<file path="src/rtl/core/spq_pkg.sv">
// Shared types and codes for the sorted priority queue.
package spq_pkg;

  localparam int unsigned PayloadFieldW  = 32;
  localparam int unsigned PriorityFieldW = 8;
  localparam int unsigned OccFieldW      = 5;

  typedef enum logic {
    SPQ_INSERT = 1'b0,
    SPQ_REMOVE = 1'b1
  } spq_action_e;

  typedef enum logic [1:0] {
    SPQ_OK    = 2'd0,
    SPQ_EMPTY = 2'd1,
    SPQ_FULL  = 2'd2
  } spq_status_e;

  typedef struct packed {
    spq_action_e               action;
    logic [PayloadFieldW-1:0]  item_payload;
    logic [PriorityFieldW-1:0] item_priority;
  } spq_in_t;

  typedef struct packed {
    logic [PayloadFieldW-1:0]  out_payload;
    logic [PriorityFieldW-1:0] out_priority;
    spq_status_e               status;
    logic [OccFieldW-1:0]      occupancy;
  } spq_out_t;

  typedef struct packed {
    logic ins;
    logic rem;
  } spq_cell_ctrl_t;

endpackage

</file>
<file path="src/rtl/core/spq_cell.sv">
// One slot of the sorted chain: holds an entry, shifts down on insert, up on remove.
module spq_cell
  import spq_pkg::*;
#(
  parameter int unsigned PayW = 32,
  parameter int unsigned PriW = 8
) (
  input  logic           clk_i,
  input  spq_cell_ctrl_t ctrl_i,
  input  logic           occ_i,
  input  logic [PayW-1:0] new_pay_i,
  input  logic [PriW-1:0] new_pri_i,
  input  logic           prev_stay_i,
  input  logic [PayW-1:0] prev_pay_i,
  input  logic [PriW-1:0] prev_pri_i,
  input  logic [PayW-1:0] next_pay_i,
  input  logic [PriW-1:0] next_pri_i,
  output logic           stay_o,
  output logic [PayW-1:0] pay_o,
  output logic [PriW-1:0] pri_o
);

  logic [PayW-1:0] pay_q, pay_d;
  logic [PriW-1:0] pri_q, pri_d;

  assign stay_o = occ_i && (pri_q >= new_pri_i);

  always_comb begin
    pay_d = pay_q;
    pri_d = pri_q;
    priority if (ctrl_i.ins) begin
      if (!stay_o) begin
        if (prev_stay_i) begin
          pay_d = new_pay_i;
          pri_d = new_pri_i;
        end else begin
          pay_d = prev_pay_i;
          pri_d = prev_pri_i;
        end
      end
    end else if (ctrl_i.rem) begin
      pay_d = next_pay_i;
      pri_d = next_pri_i;
    end
  end

  always_ff @(posedge clk_i) begin
    pay_q <= pay_d;
    pri_q <= pri_d;
  end

  assign pay_o = pay_q;
  assign pri_o = pri_q;

endmodule

</file>
<file path="src/rtl/core/stable_priority_queue_core.sv">
// Top level of the sorted priority queue: chain of slots, entry count and result register.
// Result: each accepted transaction's result is captured in the output register.
// Throughput: one transaction per cycle unless a held result stalls the input; every slot
// compares with the new priority at once and shifts by one position in the same update.
// Reset: asynchronous, active low; clears the entry count and the result valid flag.
// Slot contents are not reset and are only read below the entry count.
module stable_priority_queue_core
  import spq_pkg::*;
#(
  parameter int unsigned DEPTH         = 16,
  parameter int unsigned PAYLOAD_BITS  = 32,
  parameter int unsigned PRIORITY_BITS = 8
) (
  input  logic     clk_i,
  input  logic     rst_ni,
  input  logic     in_valid_i,
  output logic     in_ready_o,
  input  spq_in_t  in_data_i,
  output logic     out_valid_o,
  input  logic     out_ready_i,
  output spq_out_t out_data_o
);

  localparam int unsigned PayW =
      (PAYLOAD_BITS < PayloadFieldW) ? PAYLOAD_BITS : PayloadFieldW;
  localparam int unsigned PriW =
      (PRIORITY_BITS < PriorityFieldW) ? PRIORITY_BITS : PriorityFieldW;
  localparam int unsigned CntW = $clog2(DEPTH + 1);

  logic [CntW-1:0] count_q, count_d;
  logic            out_valid_q;
  spq_out_t        out_data_q, out_data_d;

  logic            accept;
  logic            is_remove;
  logic            empty;
  logic            full;
  spq_cell_ctrl_t  ctrl;
  logic [PayW-1:0] new_pay;
  logic [PriW-1:0] new_pri;

  logic [PayW-1:0] pay   [DEPTH];
  logic [PriW-1:0] pri   [DEPTH];
  logic            stay  [DEPTH];

  assign in_ready_o = !out_valid_q || out_ready_i;
  assign accept     = in_valid_i && in_ready_o;
  assign is_remove  = (in_data_i.action == SPQ_REMOVE);
  assign empty      = (count_q == '0);
  assign full       = (count_q == CntW'(DEPTH));
  assign new_pay    = in_data_i.item_payload[PayW-1:0];
  assign new_pri    = in_data_i.item_priority[PriW-1:0];

  assign ctrl.ins = accept && !is_remove && !full;
  assign ctrl.rem = accept && is_remove && !empty;

  for (genvar i = 0; i < DEPTH; i++) begin : g_cell
    logic            occ;
    logic            prev_stay;
    logic [PayW-1:0] prev_pay, next_pay;
    logic [PriW-1:0] prev_pri, next_pri;

    assign occ = (CntW'(i) < count_q);

    if (i == 0) begin : g_head
      assign prev_stay = 1'b1;
      assign prev_pay  = new_pay;
      assign prev_pri  = new_pri;
    end else begin : g_body
      assign prev_stay = stay[i-1];
      assign prev_pay  = pay[i-1];
      assign prev_pri  = pri[i-1];
    end

    if (i == DEPTH - 1) begin : g_tail
      assign next_pay = pay[i];
      assign next_pri = pri[i];
    end else begin : g_mid
      assign next_pay = pay[i+1];
      assign next_pri = pri[i+1];
    end

    spq_cell #(
      .PayW(PayW),
      .PriW(PriW)
    ) u_cell (
      .clk_i      (clk_i),
      .ctrl_i     (ctrl),
      .occ_i      (occ),
      .new_pay_i  (new_pay),
      .new_pri_i  (new_pri),
      .prev_stay_i(prev_stay),
      .prev_pay_i (prev_pay),
      .prev_pri_i (prev_pri),
      .next_pay_i (next_pay),
      .next_pri_i (next_pri),
      .stay_o     (stay[i]),
      .pay_o      (pay[i]),
      .pri_o      (pri[i])
    );
  end

  always_comb begin
    count_d                 = count_q;
    out_data_d              = out_data_q;
    out_data_d.out_payload  = '0;
    out_data_d.out_priority = '0;
    out_data_d.status       = SPQ_OK;
    unique case (in_data_i.action)
      SPQ_REMOVE: begin
        if (empty) begin
          out_data_d.status = SPQ_EMPTY;
        end else begin
          out_data_d.out_payload  = PayloadFieldW'(pay[0]);
          out_data_d.out_priority = PriorityFieldW'(pri[0]);
          count_d                 = count_q - CntW'(1);
        end
      end
      SPQ_INSERT: begin
        if (full) begin
          out_data_d.status = SPQ_FULL;
        end else begin
          count_d = count_q + CntW'(1);
        end
      end
      default: out_data_d.status = SPQ_OK;
    endcase
    out_data_d.occupancy = OccFieldW'(count_d);
  end

  always_ff @(posedge clk_i or negedge rst_ni) begin
    if (!rst_ni) begin
      count_q     <= '0;
      out_valid_q <= 1'b0;
    end else begin
      if (accept) begin
        count_q     <= count_d;
        out_valid_q <= 1'b1;
      end else if (out_ready_i) begin
        out_valid_q <= 1'b0;
      end
    end
  end

  always_ff @(posedge clk_i) begin
    if (accept) begin
      out_data_q <= out_data_d;
    end
  end

  assign out_valid_o = out_valid_q;
  assign out_data_o  = out_data_q;

endmodule

</file>
<file path="config.mk">
export PLATFORM = sky130hd
export DESIGN_NAME = stable_priority_queue_core
export DESIGN_NICKNAME = d
export VERILOG_FILES = /design/src/rtl/core/spq_pkg.sv /design/src/rtl/core/spq_cell.sv /design/src/rtl/core/stable_priority_queue_core.sv
export SDC_FILE = /design/constraint.sdc
export NUM_CORES = 1
export LEC_CHECK = 0
export ABC_AREA = 1
export BUFFER_PORTS_ARGS = -buffer_cell sky130_fd_sc_hd__buf_2
export CAP_MARGIN = 0
export CORE_MARGIN = 2
export CORE_UTILIZATION = 60
export DETAILED_ROUTE_END_ITERATION = 8
export PLACE_DENSITY = 0.78
export SKIP_LAST_GASP = 1
export SYNTH_ARGS = -nofsm -noshare
export SYNTH_HDL_FRONTEND = slang
export SYNTH_SLANG_ARGS = --single-unit
</file>
<file path="constraint.sdc">
create_clock -name clk_i -period 4.7 [get_ports clk_i]
set_input_delay 0.235 -clock clk_i [delete_from_list [all_inputs] [get_ports clk_i]]
set_output_delay 0.235 -clock clk_i [all_outputs]
set_load 0.05 [all_outputs]
</file>
==> results.sh <==
export IMPL_clock_power_share_pct=24.1
export IMPL_cts_root_buf="clkbuf_16"
export IMPL_drtPass1Iterations=8
export IMPL_synth_ff_type="edfxtp_1"
export IMPL_pwr_share_seq_pct=42.9
export IMPL_synthTopCellsByCount="3,125 x nand2_1, 687 x edfxtp_1, 641 x inv_1"
export IMPL_die_height_um=260
export IMPL_vias=31033
export IMPL_rsz0062_at_grt="no"
export IMPL_fin_crit_sh_pct=67.4
export IMPL_internal_power_uw=14300
export IMPL_cts_tree="done"
export IMPL_cts_htree_levels=3
export IMPL_crit_family="buffers and inverters"
export IMPL_switchingPower_uw=8400
export IMPL_synth_cell_types=34
export IMPL_leakage_uw=0.0246
export IMPL_crit_buf_inv=3
export IMPL_path_cells="clkinv_1 -> ha_1 -> nand3_2 -> nand2_2 -> nor2_4 -> buf_4 -> nand2_1 -> nand2_2 -> buf_4"
export IMPL_fmaxAchievable_ghz=0.316
export IMPL_dpl_cell_area_mm2=0.0402
export IMPL_wl_per_cell_um=15.7
export IMPL_hold_viol=0
export IMPL_synth_top_family_by_area="simple AND/OR/NAND/NOR gates"
export IMPL_dieArea_mm2=0.0675
export IMPL_antenna_found_initial=0
export IMPL_synth_xor_area_share_pct=0.134
export IMPL_synth_edf_count=687
export IMPL_setup_worst_path_class="reg -> reg"
export IMPL_synthCells=5117
export IMPL_portBuffers=93
export IMPL_tightest_slew_ns=0.857
export IMPL_post_dp_hpwl_um=64000
export IMPL_path_clk_slew_ns=0.06
export IMPL_slew_violations=0
export IMPL_synth_most_common_cell="nand2_1"
export IMPL_endpoint_kind="register"
export IMPL_overflow=0
export IMPL_start_util_pct=60.8
export IMPL_relSlewSlack_pct=42.9
export IMPL_synth_cell_area_mm2=0.0393
export IMPL_grt_pass1_vias=29459
export IMPL_fin_crit_ns=3.17
export IMPL_routabilityCongestion=0.880
export IMPL_drc=0
export IMPL_synth_async_reset_ratio_pct=0.866
export IMPL_max_cap_viol_count=0
export IMPL_synthSimpleGateAreaFrac_pct=31.9
export IMPL_grt_max_degree=132
export IMPL_synth_seq_cells=693
export IMPL_synthTopCellsByArea="edfxtp_1 53%, nand2_1 30%, inv_1 6.1%, ha_1 4.2%, buf_2 1.4%"
export IMPL_cts_setup_buffers=0
export IMPL_ir_worst_vdd_v=0.000314
export IMPL_drive_gt1_share_pct=5.86
export IMPL_required_ns=4.93
export IMPL_finClkSkew_ns=0.0235
export IMPL_yosys_area_share_adder_pct=4.21
export IMPL_cellPowerDensity_mw_per_mm2=533
export IMPL_antenna_left=0
export IMPL_outcome="finished clean"
export IMPL_numClockSinks=693
export IMPL_drtIter0Drc=3487
export IMPL_worst_path_max_fanout=45
export IMPL_slowest_delay_ns=0.52
export IMPL_grt_use_total_pct=28.1
export IMPL_synth_compound_area_share_pct=1.50
export IMPL_clock_latency_ns=0.61
export IMPL_synth_mux_area_share_pct=0
export IMPL_cp_start_kind="register"
export IMPL_grt_first_pass_wirelength_um=154000
export IMPL_synth_top_area_share_pct=52.5
export IMPL_num_rows=93
export IMPL_die_x_um=260
export IMPL_diodes=0
export IMPL_setup_viol=0
export IMPL_final_nets=5315
export IMPL_syn_nets=5294
export IMPL_yosysSeqAreaShare_pct=52.9
export IMPL_yosysTopAreaCell="edfxtp_1"
export IMPL_finalWirelength_um=94800
export IMPL_ys_warn_count=0
export IMPL_cts_path_max_buffers=3
export IMPL_worstPathArrival_ns=3.40
export IMPL_ios=94
export IMPL_via_per_inst=5.14
export IMPL_switching_share_pct=37.0
export IMPL_cts_made_buffers=74
export IMPL_area_growth_pct=8.53
export IMPL_fin_tns_setup_ns=0
export IMPL_design_area_mm2=0.0426
export IMPL_critPathSlowestCell="buf_4"
export IMPL_syn_avg_cell_area_um2=7.68
export IMPL_core_area_mm2=0.0646
export IMPL_power_frac_comb_pct=33.0
export IMPL_n_fill_cell=5382
export IMPL_hold_path_class="in -> reg"
[cell families after synthesis]
family	after synthesis
and+or+nand+nor	3289
adders and majority gates	132
xor gates and xnor gates	6
AOI/OAI and AO/OA	107
DFF	693
buffers and inverters	890
[cell type report]
| class | instances | area [um^2] | area share (%) |
|---|---|---|---|
| Sequential cell | 693 | 20800 | 48.7 |
| Multi-Input combinational cell | 3534 | 14900 | 34.9 |
| Inverter | 647 | 2440 | 5.72 |
| Clock buffer | 98 | 1980 | 4.66 |
| Timing Repair Buffer | 188 | 1250 | 2.92 |
| Tap cell | 855 | 1070 | 2.51 |
| Clock inverter | 28 | 216 | 0.508 |
[flip-flops by register name, summed over array words and instances (netlist names)]
name / count
count_q: 5
out_valid_o: 1
g_cell.u_cell.pay_o: 512
out_data_o: 47
g_cell.u_cell.pri_o: 128
[metal layers]
metal  GRT usage (%)  routed length [um]  vias up
met2            42.9               41200     1473
met5               0                   0        -
met3            4.26                9320      134
met4            8.00                1880        0
li1                -                   -    15620
met1            41.9               42300    13806
[layout by cell type (no fill, tap or decap), types with 36 or more instances in the layout]
| cell type | Yosys | routed |
|---|---|---|
| inv_1 | 641 | 640 |
| buf_2 | 108 | 93 |
| a21oi_1 | 37 | 36 |
| o21ai_0 | 47 | 47 |
| nand3_1 | 57 | 57 |
| nand2_1 | 3125 | 3111 |
| ha_1 | 132 | 132 |
| nor2_1 | 76 | 76 |
| edfxtp_1 | 687 | 687 |
| clkbuf_16 | 0 | 76 |
| buf_4 | 39 | 72 |
[power by group through the flow]
stage / clock [uW] / sequential (uW) / combinational, uW
finish: 5490 / 9740 / 7490
detailed placement: 0 / 9840 / 7310
global placement: 0 / 9780 / 7100
global route: 5770 / 9890 / 8530
CTS: 5560 / 9730 / 7420
floorplan: 0 / 9880 / 5310
[worst register-to-register path, delay by kind of cell, from the launching register on]
family | cells | cell delay, ns
buffers and inverters | 3 | 1.28
adder cells (fa/ha/maj) | 1 | 0.35
flip-flops | 1 | 0.39
AND/OR/NAND/NOR | 5 | 0.74
[per-stage QoR]
| stage | hold WS (ns) | setup WS (ns) | cells | total power, uW | utilization [%] |
|---|---|---|---|---|---|
| finish | 0.0416 | 1.53 | 6043 | 22700 | 66.0 |
| global route | 0.0360 | 1.32 | 6043 | 24200 | 66.0 |
| CTS | 0.00637 | 1.57 | 6043 | 22700 | 66.0 |
| detailed placement | 0.0629 | 1.58 | 5895 | 17200 | 62.3 |
| global placement | 0.0611 | 1.62 | 5895 | 16900 | 62.3 |
| floorplan | -0.0606 | 0.291 | 5117 | 15200 | - |
[worst paths after layout]
check | start | endpoint | slack [ns] | cells past startpoint
min in group asynchronous | rst_ni | out_valid_o | 0.57 | 3
hold reg to reg | g_cell[15].u_cell.pay_o[0] | g_cell[14].u_cell.pay_o[0] | 0.52 | 2
setup reg to reg | count_q[1] | g_cell[0].u_cell.pay_o[17] | 1.53 | 9
setup / recovery | count_q[1] | g_cell[0].u_cell.pay_o[17] | 1.53 | 9
hold / removal | in_data_i[37] | g_cell[15].u_cell.pay_o[29] | 0.04 | 3
max in group asynchronous | rst_ni | count_q[1] | 3.91 | 3
[what timing repair did]
action | CTS | global route
hold buffers | 22 | 0
resized for setup | 0 | 0
endpoints found under the hold margin | 25 | 0
Power figures use the tool's default switching activity.
